===== config.mk =====
export PLATFORM = sky130hd
export DESIGN_NAME = debug_link_packet_receiver_core_flat
export DESIGN_NICKNAME = d
export VERILOG_FILES = /design/src/sv/dlpr_pkg.sv /design/src/sv/dlpr_rx_if.sv /design/src/sv/dlpr_ev_if.sv /design/src/sv/dlpr_step.sv /design/src/sv/debug_link_packet_receiver_core.sv /design/src/flat_wrapper.sv
export SDC_FILE = /design/constraint.sdc
export NUM_CORES = 1
export LEC_CHECK = 0
export BUFFER_PORTS_ARGS = -buffer_cell sky130_fd_sc_hd__buf_2
export CORE_MARGIN = 2
export CORE_UTILIZATION = 35
export CTS_CLUSTER_SIZE = 24
export DETAILED_ROUTE_END_ITERATION = 16
export HOLD_SLACK_MARGIN = 0.06
export SETUP_SLACK_MARGIN = 0.3
export SLEW_MARGIN = 20
export SYNTH_ARGS = -nofsm -noshare
export SYNTH_HDL_FRONTEND = slang
export SYNTH_SLANG_ARGS = --single-unit
export TNS_END_PERCENT = 50

===== constraint.sdc =====
create_clock -name clk -period 5.2 [get_ports clk]
set_input_delay 0.26 -clock clk [delete_from_list [all_inputs] [get_ports clk]]
set_output_delay 0.26 -clock clk [all_outputs]
set_load 0.05 [all_outputs]

===== src/sv/dlpr_pkg.sv =====
// Shared types, codes and helpers for the debug link packet receiver.
package dlpr_pkg;

  localparam logic [1:0] PH_IDLE    = 2'd0;
  localparam logic [1:0] PH_PAYLOAD = 2'd1;
  localparam logic [1:0] PH_HEX_HI  = 2'd2;
  localparam logic [1:0] PH_HEX_LO  = 2'd3;

  localparam logic [2:0] EV_ACK       = 3'd0;
  localparam logic [2:0] EV_RESEND    = 3'd1;
  localparam logic [2:0] EV_INTERRUPT = 3'd2;
  localparam logic [2:0] EV_BYTE      = 3'd3;
  localparam logic [2:0] EV_OK        = 3'd4;
  localparam logic [2:0] EV_BADSUM    = 3'd5;
  localparam logic [2:0] EV_FRAMING   = 3'd6;

  localparam logic [7:0] CH_ACK    = 8'h2B;  // '+'
  localparam logic [7:0] CH_RESEND = 8'h2D;  // '-'
  localparam logic [7:0] CH_INTR   = 8'h03;
  localparam logic [7:0] CH_START  = 8'h24;  // '$'
  localparam logic [7:0] CH_END    = 8'h23;  // '#'
  localparam logic [7:0] CH_ESC    = 8'h7D;  // '}'
  localparam logic [7:0] ESC_XOR   = 8'h20;

  typedef struct packed {
    logic [1:0] phase;
    logic       escape_pending;
    logic [7:0] running_sum;
    logic [3:0] check_high_nibble;
  } rx_state_t;

  typedef struct packed {
    logic       emit;
    logic [2:0] kind;
    logic [7:0] data;
  } rx_event_t;

  // bit 4 set: not a hex digit
  function automatic logic [4:0] hex_value(input logic [7:0] b);
    logic [7:0] d;
    logic [4:0] r;
    r = 5'h10;
    d = 8'h00;
    if (b >= 8'h30 && b <= 8'h39) begin
      d = b - 8'h30;
      r = {1'b0, d[3:0]};
    end else if (b >= 8'h61 && b <= 8'h66) begin
      d = b - 8'h57;
      r = {1'b0, d[3:0]};
    end else if (b >= 8'h41 && b <= 8'h46) begin
      d = b - 8'h37;
      r = {1'b0, d[3:0]};
    end
    return r;
  endfunction

endpackage


===== src/sv/dlpr_rx_if.sv =====
// Channel carrying received serial bytes.
interface dlpr_rx_if;
  logic       valid;
  logic       ready;
  logic [7:0] rx_byte;

  modport source (output valid, output rx_byte, input ready);
  modport sink (input valid, input rx_byte, output ready);
endinterface


===== src/sv/dlpr_ev_if.sv =====
// Channel carrying decoded receiver events.
interface dlpr_ev_if;
  logic       valid;
  logic       ready;
  logic [2:0] event_kind;
  logic [7:0] event_data;

  modport source (output valid, output event_kind, output event_data, input ready);
  modport sink (input valid, input event_kind, input event_data, output ready);
endinterface


===== src/sv/dlpr_step.sv =====
// Per-byte state update and event decode of the packet receiver.
module dlpr_step
  import dlpr_pkg::*;
(
  input  rx_state_t  st,
  input  logic [7:0] rx_byte,
  output rx_state_t  st_next,
  output rx_event_t  ev
);

  logic [4:0] hv;
  logic [7:0] sum_add;
  logic [7:0] rx_sum;

  assign hv      = hex_value(rx_byte);
  assign sum_add = st.running_sum + rx_byte;
  assign rx_sum  = {st.check_high_nibble, hv[3:0]};

  always_comb begin
    st_next = st;
    ev      = '0;
    case (st.phase)
      PH_PAYLOAD: begin
        if (rx_byte == CH_START) begin
          st_next = '0;
          st_next.phase = PH_PAYLOAD;
        end else if (rx_byte == CH_END) begin
          st_next.escape_pending = 1'b0;
          st_next.phase = PH_HEX_HI;
        end else begin
          st_next.running_sum = sum_add;
          if (st.escape_pending) begin
            st_next.escape_pending = 1'b0;
            ev = '{emit: 1'b1, kind: EV_BYTE, data: rx_byte ^ ESC_XOR};
          end else if (rx_byte == CH_ESC) begin
            st_next.escape_pending = 1'b1;
          end else begin
            ev = '{emit: 1'b1, kind: EV_BYTE, data: rx_byte};
          end
        end
      end
      PH_HEX_HI: begin
        if (hv[4]) begin
          st_next.phase = PH_IDLE;
          ev = '{emit: 1'b1, kind: EV_FRAMING, data: st.running_sum};
        end else begin
          st_next.check_high_nibble = hv[3:0];
          st_next.phase = PH_HEX_LO;
        end
      end
      PH_HEX_LO: begin
        st_next.phase = PH_IDLE;
        if (hv[4]) begin
          ev = '{emit: 1'b1, kind: EV_FRAMING, data: st.running_sum};
        end else if (rx_sum == st.running_sum) begin
          ev = '{emit: 1'b1, kind: EV_OK, data: st.running_sum};
        end else begin
          ev = '{emit: 1'b1, kind: EV_BADSUM, data: st.running_sum};
        end
      end
      default: begin
        st_next.phase = PH_IDLE;
        if (rx_byte == CH_ACK) begin
          ev = '{emit: 1'b1, kind: EV_ACK, data: 8'h00};
        end else if (rx_byte == CH_RESEND) begin
          ev = '{emit: 1'b1, kind: EV_RESEND, data: 8'h00};
        end else if (rx_byte == CH_INTR) begin
          ev = '{emit: 1'b1, kind: EV_INTERRUPT, data: 8'h00};
        end else if (rx_byte == CH_START) begin
          st_next = '0;
          st_next.phase = PH_PAYLOAD;
        end
      end
    endcase
  end

endmodule


===== src/sv/debug_link_packet_receiver_core.sv =====
// Top level of the debug link packet receiver: input stage, decode, event register.
// Takes one received byte per word and reports at most one event per byte: ack,
// resend, interrupt, unescaped payload byte, or packet ok / checksum error /
// framing error with the computed checksum. A byte is accepted every cycle
// while events are drained; an event shows valid on the output once its byte
// has been taken into the input register and then decoded into the event
// register by the state update. Bytes that produce no event never block
// the input. A held event stalls the input only when the byte behind it also
// produces an event.
module debug_link_packet_receiver_core
  import dlpr_pkg::*;
(
  input  logic          clk,
  input  logic          rst,
  dlpr_rx_if.sink       rx,
  dlpr_ev_if.source     events
);

  logic       s1_valid;
  logic [7:0] s1_byte;
  rx_state_t  st;
  rx_state_t  st_next;
  rx_event_t  ev_c;
  logic       ev_valid;
  logic [2:0] ev_kind;
  logic [7:0] ev_data;
  logic       out_free;
  logic       s1_adv;
  logic       s1_take;

  dlpr_step u_step (
    .st      (st),
    .rx_byte (s1_byte),
    .st_next (st_next),
    .ev      (ev_c)
  );

  assign out_free = !ev_valid || events.ready;
  assign s1_adv   = !ev_c.emit || out_free;
  assign s1_take  = s1_valid && s1_adv;
  assign rx.ready = !s1_valid || s1_adv;

  always_ff @(posedge clk) begin
    if (rst) begin
      s1_valid <= 1'b0;
    end else if (rx.ready) begin
      s1_valid <= rx.valid;
    end
  end

  always_ff @(posedge clk) begin
    if (rx.ready && rx.valid) begin
      s1_byte <= rx.rx_byte;
    end
  end

  always_ff @(posedge clk) begin
    if (rst) begin
      st <= '{phase: PH_IDLE, escape_pending: 1'b0, running_sum: 8'h00,
              check_high_nibble: 4'h0};
    end else if (s1_take) begin
      st <= st_next;
    end
  end

  always_ff @(posedge clk) begin
    if (rst) begin
      ev_valid <= 1'b0;
    end else if (out_free) begin
      ev_valid <= s1_take && ev_c.emit;
    end
  end

  always_ff @(posedge clk) begin
    if (out_free && s1_take && ev_c.emit) begin
      ev_kind <= ev_c.kind;
      ev_data <= ev_c.data;
    end
  end

  assign events.valid      = ev_valid;
  assign events.event_kind = ev_kind;
  assign events.event_data = ev_data;

  // pending event with a full output must stay in the input stage
  a_hold_pending: assert property (@(posedge clk) disable iff (rst)
    s1_valid && ev_c.emit && !out_free |=> s1_valid && $stable(s1_byte))
    else $error("pending event dropped from input stage");

  // a consumed byte with an event shows up at the output
  a_event_out: assert property (@(posedge clk) disable iff (rst)
    s1_take && ev_c.emit |=> events.valid)
    else $error("event lost on its way to output register");

  // escape flag only lives inside a payload
  a_escape_phase: assert property (@(posedge clk) disable iff (rst)
    st.escape_pending |-> st.phase == PH_PAYLOAD)
    else $error("escape pending outside payload");

  // empty input stage always takes a word
  a_ready_empty: assert property (@(posedge clk) disable iff (rst)
    !s1_valid |-> rx.ready)
    else $error("input stalled while empty");

endmodule


===== src/flat_wrapper.sv =====
// flat-port wrapper written by rule: the top's interface ports become plain ports
module debug_link_packet_receiver_core_flat import dlpr_pkg::*;
  (clk, rst, rx_valid, rx_rx_byte, rx_ready, events_valid, events_event_kind, events_event_data, events_ready);
  dlpr_rx_if rx_i ();
  dlpr_ev_if events_i ();
  input  logic clk;
  input  logic rst;
  input wire logic [$bits(rx_i.valid)-1:0] rx_valid;
  input wire logic [$bits(rx_i.rx_byte)-1:0] rx_rx_byte;
  output wire logic [$bits(rx_i.ready)-1:0] rx_ready;
  output wire logic [$bits(events_i.valid)-1:0] events_valid;
  output wire logic [$bits(events_i.event_kind)-1:0] events_event_kind;
  output wire logic [$bits(events_i.event_data)-1:0] events_event_data;
  input wire logic [$bits(events_i.ready)-1:0] events_ready;
  assign rx_i.valid = rx_valid;
  assign rx_i.rx_byte = rx_rx_byte;
  assign rx_ready = rx_i.ready;
  assign events_valid = events_i.valid;
  assign events_event_kind = events_i.event_kind;
  assign events_event_data = events_i.event_data;
  assign events_i.ready = events_ready;
  debug_link_packet_receiver_core u_core (.clk(clk), .rst(rst), .rx(rx_i), .events(events_i));
endmodule

Word-level counts from Yosys, hierarchy flattened
Cells that the tools add are included.
{"block": "op_classes", "n_addsub": 4, "order_cmp": 6, "n_eq_ne": 20, "n_mux": 30, "bitwise_logic": 3, "n_reduce_logical": 21}
{"op": "12-bit two-way mux", "count": 8}
{"op": "15-bit two-way mux", "count": 3}
{"op": "12-bit case mux with 3 select lines", "count": 1}
{"op": "8-bit by 6-bit equality test with 1-bit output (second input constant)", "count": 4}
{"op": "9-bit case mux with 2 select lines", "count": 1}
{"op": "8-bit by 7-bit greater-or-equal comparator with 1-bit output (second input constant)", "count": 2}
{"op": "8-bit by 7-bit <= comparator with 1-bit output (second input constant)", "count": 2}
{"op": "5-bit two-way mux", "count": 3}
{"op": "14-bit two-way mux", "count": 1}
{"op": "4-bit case mux with 3 select lines", "count": 1}
{"op": "11-bit two-way mux", "count": 1}
{"op": "10-bit two-way mux", "count": 1}
{"op": "9-bit two-way mux", "count": 1}
{"op": "3-bit by 1-bit inequality test with 1-bit output (second input constant)", "count": 3}
{"op": "8-bit adder", "count": 1}
{"op": "8-bit by 2-bit equality test with 1-bit output (second input constant)", "count": 1}
{"op": "8-bit by 7-bit equality test with 1-bit output (second input constant)", "count": 1}
{"op": "8-bit equality test", "count": 1}
{"op": "8-bit by 6-bit greater-or-equal comparator with 1-bit output (second input constant)", "count": 1}
{"op": "8-bit by 6-bit <= comparator with 1-bit output (second input constant)", "count": 1}
{"op": "1-bit logical AND", "count": 8}
{"op": "4-bit two-way mux", "count": 2}
{"op": "8-bit two-way mux", "count": 1}
{"op": "8-bit AND reduction", "count": 1}
{"op": "19 further kinds", "count": 34}
{"block": "totals", "ff_bits": 36, "input_bits": 12}

Depth between registers and ports, before layout
Gate-level depths: netlist of the first run.
{"block": "depth", "word_depth": 14, "ltp_mapped": 11, "ltp_nobuf": 9}

Modules after synthesis
A second synthesis of the first run with hierarchy kept.
{"block": "unflattened", "cells_unflattened": 247, "hier_area_um2": 2506.2}
{"module": "debug_link_packet_receiver_core", "n_inst": 1, "cells_per_inst": 95, "area_each_um2": 1352.5, "seq_area_each_um2": 910.9}
{"module": "dlpr_step", "n_inst": 1, "cells_per_inst": 152, "area_each_um2": 1153.6, "seq_area_each_um2": 0.0}

Least setup slack after synthesis of the first run
OpenSTA, ideal clock, no wires.
{"block": "synth_timing", "path_type": "flip-flop to flip-flop", "start": "reg u_core.s1_byte[0]", "end": "reg u_core.s1_byte[0], enable pin", "setup_ns": 0.277, "t_arrival_ns": 2.828, "required_ns": 4.923, "setup_slack_ns": 2.095, "path_stages_with_launch": 10, "n_path_buf": 1, "path_cell_list": "edfxtp_1 -> inv_1 -> ha_1 -> or3b_2 -> and4_1 -> clkbuf_1 -> o31ai_4 -> o311ai_0 -> or2_2 -> and2_1"}
{"block": "synth_between", "elab_chain_cells": 11, "elab_cells_between_ends": 31, "classes_between": "order compare: 6; eq/ne: 6; mux: 12; reduce/logical: 7"}
{"item": "start: declaration", "line": "debug_link_packet_receiver_core.sv:20", "source": "logic [7:0] s1_byte;"}
{"item": "start signal: assignment", "line": "debug_link_packet_receiver_core.sv:53", "source": "s1_byte <= rx.rx_byte;"}
{"item": "8-bit by 7-bit greater-or-equal comparator with 1-bit output / 8-bit by 7-bit <= comparator with 1-bit output (equally long branches)", "line": "dlpr_pkg.sv:50", "source": "end else if (b >= 8'h41 && b <= 8'h46) begin"}
{"item": "1-bit logical AND", "line": "dlpr_pkg.sv:50"}
{"item": "5-bit two-way mux", "line": "dlpr_pkg.sv:50"}
{"item": "5-bit two-way mux", "line": "dlpr_pkg.sv:47", "source": "end else if (b >= 8'h61 && b <= 8'h66) begin"}
{"item": "5-bit two-way mux", "line": "dlpr_pkg.sv:44", "source": "if (b >= 8'h30 && b <= 8'h39) begin"}
{"item": "12-bit two-way mux", "line": "dlpr_step.sv:43", "source": "if (hv[4]) begin"}
{"item": "12-bit case mux with 3 select lines (*)", "line": "dlpr_step.sv:22", "source": "case (st.phase)"}
{"item": "1-bit logical NOT (*)", "line": "debug_link_packet_receiver_core.sv:39", "source": "assign s1_adv = !ev_c.emit || out_free;"}
{"item": "1-bit logical OR (*)", "line": "debug_link_packet_receiver_core.sv:39"}
{"item": "1-bit logical OR (*)", "line": "debug_link_packet_receiver_core.sv:41", "source": "assign rx.ready = !s1_valid || s1_adv;"}
{"item": "via rx_ready", "line": "flat_wrapper.sv:10", "source": "output wire logic [$bits(rx_i.ready)-1:0] rx_ready;"}
{"item": "1-bit logical AND (*)", "line": "debug_link_packet_receiver_core.sv:52", "source": "if (rx.ready && rx.valid) begin"}
Mark *: on every way through the listed nets, which the timed path passes. The rest lies on a longest branch.
A chain may end at the register's enable or synchronous reset.

Worst setup path in the final report of the first run
{"block": "layout_timing", "start": "reg u_core.s1_byte[0]", "end": "out rx_ready"}
{"block": "layout_between", "elab_chain_cells": 10, "elab_cells_between_ends": 30, "classes_between": "order compare: 6; eq/ne: 6; mux: 12; reduce/logical: 6"}
{"item": "8-bit by 7-bit greater-or-equal comparator with 1-bit output / 8-bit by 7-bit <= comparator with 1-bit output (equally long branches)", "line": "dlpr_pkg.sv:50"}
{"item": "1-bit logical AND", "line": "dlpr_pkg.sv:50"}
{"item": "5-bit two-way mux", "line": "dlpr_pkg.sv:50"}
{"item": "5-bit two-way mux", "line": "dlpr_pkg.sv:47"}
{"item": "5-bit two-way mux", "line": "dlpr_pkg.sv:44"}
{"item": "12-bit two-way mux", "line": "dlpr_step.sv:43"}
{"item": "12-bit case mux with 3 select lines (*)", "line": "dlpr_step.sv:22"}
{"item": "1-bit logical NOT (*)", "line": "debug_link_packet_receiver_core.sv:39"}
{"item": "1-bit logical OR (*)", "line": "debug_link_packet_receiver_core.sv:39"}
{"item": "1-bit logical OR (*)", "line": "debug_link_packet_receiver_core.sv:41"}
{"item": "end: declaration", "line": "flat_wrapper.sv:10"}
Every way passes the cells marked *; elsewhere a longest branch is shown, timed or not.

==> impl_metrics.py, run 1 <==
metrics = {
    "global_route": {
        "grt_antenna_before_repair": 0,
        "grt_remaining_overflow": 0,
        "grt_max_degree": 19,
        "grt_util_all_layers_pct": 15.8,
        "first_global_vias": 1736,
        "grt_first_pass_wirelength_mm": 8.93,
    },
    "clock_network": {
        "cts_resized": 0,
        "cts_tree": "built",
        "cts.sinks": 36,
        "post-cts-setup-buffer-count": 0,
        "ctsHtreeMaxLevel": 2,
        "ctsHoldBuffers": 0,
        "worstSkewPairLatency_ns": 0.29,
        "cts_buffer_depth": 2,
        "cts_buffers": 5,
        "root_buffer_selected_by_cts": "clkbuf_8",
        "clk_transition_reported_paths_ns": 0.08,
    },
    "logic_synthesis": {
        "synthesis_warnings": 0,
        "synth-edff-count": 19,
        "synthXorXnorAreaFrac_pct": 5.23,
        "synth.net_count": 263,
        "synth.lib_cells_used.distinct": 54,
        "synth_top_flop_cell": "edfxtp_1",
        "synth_area_leaders": "edfxtp_1 (24%), dfxtp_1 (15%), ha_1 (7.5%), a21oi_1 (3.4%), xnor2_1 (3.0%)",
        "synth_top_family_by_area": "simple AND/OR/NAND/NOR gates",
        "synth_compound_gate_area_share_pct": 18.6,
        "fraction_of_the_yosys_area_taken_by_sequential_cells_pct": 38.8,
        "syn_inst": 236,
        "post_synth.cell_area_avg_um2": 9.94,
        "multiplexer_share_of_the_synthesized_area_pct": 4.48,
        "ffs_w_async_s_r_synth_pct": 0,
        "synthAdderAreaFrac_pct": 8.32,
        "post_synthesis_instance_area_mm2": 0.00234,
        "yosys.area.top_type": "edfxtp_1",
        "yosys.area_share.simple_pct": 20.4,
        "synth_top_area_share_pct": 24.3,
        "postSynthRegisterBits": 36,
    },
    "route": {
        "detail_route.wirelength_mm": 5.38,
        "drt_pass1_iterations": 6,
        "avgRoutedWirePerCell_um": 16.1,
        "detailroute.via_count": 1817,
        "drt_first_iter_violations": 174,
        "route.detailed.drc": 0,
        "drt.antenna.violating_nets": 0,
        "detail_route.vias_per_cell": 5.44,
    },
    "layout": {
        "areaGrowthSynthToFinish_pct": 10.9,
        "layout.cells.most_common": "buf_2",
        "num-nets-final": 283,
        "antenna_diodes": 0,
        "final_cell_mix": "buf_2 (24), edfxtp_1 (19), dfxtp_1 (17)",
        "drive_gt1_share_pct": 18.3,
        "final.fill_count": 627,
    },
    "power": {
        "worst_ir_drop_vdd_mv": 0.0994,
        "sw_frac_of_total_pct": 25.1,
        "power.total_mw": 0.596,
        "intPower_mw": 0.447,
        "p_leak_nw": 1.00,
        "p_per_area_mw_per_mm2": 229,
        "comb_power_share_pct": 9.5,
        "net_switching_component_of_the_power_mw": 0.150,
        "power.share.clock_pct": 37.4,
        "share_seq_of_total_power_pct": 53.1,
    },
    "sta": {
        "post-route-min-period_ns": 3.38,
        "clock_skew_after_layout_ns": 0.0100,
        "timing.max_slew.rel_slack_pct": 43.0,
        "worst-slew-pin-transition_ns": 0.851,
        "max_freq_mhz": 296,
        "timing_max_transition_violations_final": 0,
        "finalHoldViolations": 0,
        "rsz0062_at_grt": "no",
        "finalSetupViolCount": 0,
        "finalCritPeriodShare_pct": 65.0,
        "final.setup.tns_ns": 0,
    },
    "run_status": {
        "run_status": "complete, no violations",
    },
    "placement": {
        "count_of_input_and_output_buffers": 24,
        "place.gp.congestion": 0.908,
        "post-dp-hpwl_mm": 4.09,
    },
    "critical_path": {
        "worst_path_dominant_cell_family": "compound AO/OA/AOI/OAI gates",
        "worstPathMaxFanout": 11,
        "start_kind": "register",
        "worst-path-buf-inv": 2,
        "timing.critical_path.slowest_cell_delay_ns": 0.65,
        "critical_path_arrival_ns": 3.12,
        "timing.critical_path.cells": "inv_1 > ha_1 > o21bai_1 > a2111oi_4 > o31ai_4 > o311ai_0 > or2_2 > buf_2",
        "cpMaxStageDelayCell": "a2111oi_4",
        "worst-setup-path-type": "reg -> out",
        "worstPathRequired_ns": 4.94,
        "timing.critical_path.to_type": "output pin",
    },
    "floorplan": {
        "die_area_mm2": 0.00737,
        "floorplan.initialDensity_pct": 36.5,
        "die-height_um": 85.9,
        "core_area_mm2": 0.00642,
        "ios": 25,
        "site_rows": 29,
        "dieWidth_um": 85.9,
    },
    "job": {
        "max_cap_viol_count": 0,
    },
    "hold_path": {
        "hold_crit_class": "in -> reg",
    },
}
-- synthesized netlist by cell type (all sizes together) (5+ instances only) --
master and count:
clkbuf 6, nor3 7, mux2i 6, nor2 15, a21oi 17, a22o 7
nand2 15, nor2b 7, xnor2 8, edfxtp 19, or3 8, buf 5
o21ai 6, nand2b 5, nand3 9, ha 14, dfxtp 17, inv 9
xor2 6
-- routing by layer --
| metal | part of all wire, % | up-vias | track usage (%) | routed length, µm |
|---|---|---|---|---|
| met3 | 4.7 | 5 | 2.98 | 252 |
| li1 | - | 909 | - | - |
| met2 | 44 | 57 | 24.1 | 2390 |
| met4 | 1.0 | 0 | 5.19 | 55 |
| met1 | 50 | 846 | 22.4 | 2690 |
| met5 | 0 | - | 0 | 0 |
-- cell type report --
class / count / area, µm² / share of cell area [%]
multi-input cells: 180 / 1340 / 51.5
flip-flops and latches: 36 / 911 / 35.0
repair buffers: 24 / 120 / 4.62
clock buffers: 8 / 100 / 3.85
well taps: 77 / 96.3 / 3.71
inverters: 9 / 33.8 / 1.30
-- stage by stage --
stage                     cells  area (µm²)  util (%)  hold WS, ns  setup WS (ns)
after floorplan             236        2340         -        0.359           2.09
after detailed placement    326        2500      38.9        0.439           1.88
after CTS                   334        2600      40.5        0.134           1.83
after global placement      326        2500      38.9        0.439           2.01
after global routing        334        2600      40.5        0.130           1.52
final                       334        2600      40.5        0.138           1.82
-- registers in the layout (all words and copies together) (netlist names) --
name / flops
u_core.st: 15
u_core.events.event_data: 8
u_core.events.event_kind: 3
u_core.s1_byte: 8
u_core.s1_valid: 1
u_core.events.valid: 1
-- path summary, 6_finish.rpt --
| check | end | depth (start not counted) | start | slack [ns] |
|---|---|---|---|---|
| worst max-delay path | rx_ready | 8 | u_core.s1_byte[0] | 1.82 |
| worst min-delay path | u_core.s1_byte[5] | 1 | rx_rx_byte[5] | 0.14 |
| worst max register to register | u_core.events.event_data[1] | 7 | u_core.s1_byte[0] | 1.88 |
| worst min register to register | u_core.st[0] | 2 | u_core.st[0] | 0.50 |
-- cell families after synthesis --
family | count (synthesis)
AO/OA/AOI/OAI | 56
XOR/XNOR | 14
buffers and inverters | 20
adder cells (fa/ha/maj) | 15
flip-flops | 36
multiplexers | 10
AND/OR/NAND/NOR | 85
-- power groups by stage --
| stage | Combinational [mW] | Clock [mW] | Sequential [mW] |
|---|---|---|---|
| global placement | 0.0563 | 0 | 0.323 |
| global route | 0.0628 | 0.240 | 0.318 |
| finish | 0.0568 | 0.223 | 0.316 |
| CTS | 0.0568 | 0.227 | 0.316 |
| floorplan | 0.0446 | 0 | 0.319 |
| detailed placement | 0.0562 | 0 | 0.323 |
Note: power is estimated with default switching activity, not from simulation.
==> run 2, diff against run 1 <==
==> constraint.sdc (replaced) <==
create_clock -name clk -period 3.2 [get_ports clk]
set_input_delay 0.16 -clock clk [delete_from_list [all_inputs] [get_ports clk]]
set_output_delay 0.16 -clock clk [all_outputs]
set_load 0.05 [all_outputs]
==> run 2 against run 1 <==
The run now ends with design-rule violations left. Critical path depth unchanged. Power increased by 58%. Sequential share of layout area fell by 2.8 points. Critical endpoint unchanged. Largest cell class unchanged.
==> impl_metrics.py, run 2 (same netlist as run 1, synthesis figures left out) <==
metrics = {
    "run_status": {
        "run_status": "finished, violations left",
        "violated_checks": "design-rule violations",
    },
    "clock_network": {
        "clk_transition_reported_paths_ns": 0.07,
        "root_buffer_selected_by_cts": "clkbuf_8",
        "cts.sinks": 36,
        "cts_buffer_depth": 2,
        "worstSkewPairLatency_ns": 0.29,
        "ctsHtreeMaxLevel": 2,
        "cts_tree": "built",
        "cts_buffers": 5,
    },
    "power": {
        "p_per_area_mw_per_mm2": 333,
        "intPower_mw": 0.699,
        "p_leak_nw": 1.11,
        "comb_power_share_pct": 13.1,
        "power.share.clock_pct": 33.2,
        "worst_ir_drop_vdd_mv": 0.183,
        "net_switching_component_of_the_power_mw": 0.242,
        "power.total_mw": 0.940,
        "sw_frac_of_total_pct": 25.7,
        "share_seq_of_total_power_pct": 53.7,
    },
    "sta": {
        "final.setup.tns_ns": 0,
        "post-route-min-period_ns": 2.83,
        "clock_skew_after_layout_ns": 0.00599,
        "timing.max_slew.rel_slack_pct": 57.9,
        "rsz0062_at_grt": "yes",
        "max_freq_mhz": 354,
        "worst-slew-pin-transition_ns": 0.631,
        "finalSetupViolCount": 0,
        "finalCritPeriodShare_pct": 88.3,
        "timing_max_transition_violations_final": 0,
        "finalHoldViolations": 0,
    },
    "layout": {
        "final.fill_count": 620,
        "largest-register": "u_core.st",
        "layout.cells.most_common": "buf_2",
        "largest_register_ff_count": 15,
        "final_cell_mix": "buf_2 (23), edfxtp_1 (19), dfxtp_1 (17)",
        "seq_area_um2": 911,
        "multiInputGateArea_mm2": 0.00137,
        "antenna_diodes": 0,
        "drive_gt1_share_pct": 23.9,
        "num-nets-final": 306,
        "areaGrowthSynthToFinish_pct": 20.4,
    },
    "critical_path": {
        "timing.critical_path.to_type": "output pin",
        "worstPathRequired_ns": 3.04,
        "timing.critical_path.cells": "inv_1 > ha_2 > or3b_2 > and4_4 > o31ai_4 > o311ai_2 > or2_4 > clkbuf_4",
        "reg2reg_setup_slack_ns": 0.45,
        "critical_path.reg2reg.endpoint": "u_core.st[11]",
        "critical_path_arrival_ns": 2.67,
        "worstRegToRegCells": 10,
        "worst_path_dominant_cell_family": "simple AND/OR/NAND/NOR gates",
        "reg2reg_from": "u_core.s1_byte[0]",
        "cpMaxStageDelayCell": "or3b_2",
        "worst-setup-path-type": "reg -> out",
        "timing.critical_path.slowest_cell_delay_ns": 0.47,
        "worst-path-buf-inv": 2,
        "start_kind": "register",
        "worstPathMaxFanout": 6,
    },
    "floorplan": {
        "dieWidth_um": 85.9,
        "die-height_um": 85.9,
        "ios": 25,
        "site_rows": 29,
        "die_area_mm2": 0.00737,
        "core_area_mm2": 0.00642,
        "floorplan.initialDensity_pct": 36.5,
    },
    "placement": {
        "post-dp-hpwl_mm": 4.12,
        "place.gp.congestion": 0.867,
        "count_of_input_and_output_buffers": 24,
    },
    "route": {
        "drt_first_iter_violations": 119,
        "detail_route.vias_per_cell": 5.41,
        "avgRoutedWirePerCell_um": 15.3,
        "detailroute.via_count": 1931,
        "detail_route.wirelength_mm": 5.46,
        "route.detailed.drc": 2,
        "drt_pass1_iterations": 12,
        "drt.antenna.violating_nets": 0,
    },
    "hold_path": {
        "timing.hold.worst_path_depth": 3,
        "hold_start": "rx_valid",
        "whs_endpoint": "u_core.s1_valid",
        "hold_crit_class": "in -> reg",
    },
    "global_route": {
        "grt_util_all_layers_pct": 15.3,
        "grt_first_pass_wirelength_mm": 8.76,
        "grt_antenna_before_repair": 0,
        "first_global_vias": 1802,
        "grt_remaining_overflow": 0,
        "grt_max_degree": 19,
    },
    "job": {
        "max_cap_viol_count": 0,
    },
}
## run 2: cell count changes in the layout (fill, tap and decap cells not counted), sizes merged
cell,previous run,this run
buf,24,38
dlygate4sd3,0,8
clkinv,0,1
## run 2: area by class of cell
| type | count | share of cell area, % |
|---|---|---|
| Clock buffer | 7 | 2.70 |
| Sequential cell | 36 | 32.3 |
| Tap cell | 77 | 3.41 |
| Timing Repair Buffer | 47 | 11.6 |
| Clock inverter | 1 | 0.177 |
| Inverter | 9 | 1.20 |
| Multi-Input combinational cell | 180 | 48.6 |
## run 2: how the worst max path moves through the flow
stage	depth (start not counted)	endpoint	startpoint	slack (ns)
global route	8	rx_ready	u_core.s1_byte[1]	0.28
finish	8	rx_ready	u_core.s1_byte[0]	0.37
detailed placement	8	u_core.s1_byte[0]	u_core.s1_byte[1]	0.26
global placement	8	u_core.s1_byte[1]	u_core.s1_byte[0]	0.35
floorplan	9	u_core.s1_byte[0]	u_core.s1_byte[0]	0.32
CTS	8	rx_ready	u_core.s1_byte[1]	0.27
## run 2: timing repair
action / CTS / global route
setup endpoints to repair: 10 / 19
hold buffers: 8 / 0
pin swaps: 2 / 2
gates resized for setup: 2 / 6
setup buffers: 6 / 0
hold endpoints to repair: 8 / 0
## run 2: stage by stage
stage | hold slack [ns] | instances | cell area (µm²) | util [%] | setup slack [ns]
floorplan | 0.259 | 236 | 2350 | - | 0.316
global placement | 0.338 | 335 | 2570 | 40.1 | 0.348
detailed placement | 0.338 | 335 | 2570 | 40.1 | 0.263
CTS | 0.109 | 357 | 2800 | 43.6 | 0.269
global route | 0.126 | 357 | 2820 | 44.0 | 0.278
finish | 0.117 | 357 | 2820 | 44.0 | 0.374
## run 2: metal layers
layer	part of all wire (%)	wire length, µm	global-route usage, %	vias to the layer above
met1	45	2430	20.2	919
met4	1.8	98	5.48	0
li1	-	-	-	953
met3	4.5	246	2.89	9
met2	49	2690	24.9	50
met5	0	0	0	-
## run 2: tightest hold or removal path: cells and delay by family
| family | cells | cell delay (ns) |
|---|---|---|
| compound gates | 1 | 0.05 |
| buf+inv | 2 | 0.15 |
## run 2: power by group through the flow
| stage | Clock (mW) | Sequential [mW] | Combinational (mW) |
|---|---|---|---|
| detailed placement | 0 | 0.517 | 0.104 |
| global placement | 0 | 0.516 | 0.104 |
| floorplan | 0 | 0.518 | 0.0733 |
| finish | 0.312 | 0.505 | 0.123 |
| global route | 0.342 | 0.506 | 0.135 |
| CTS | 0.322 | 0.504 | 0.120 |
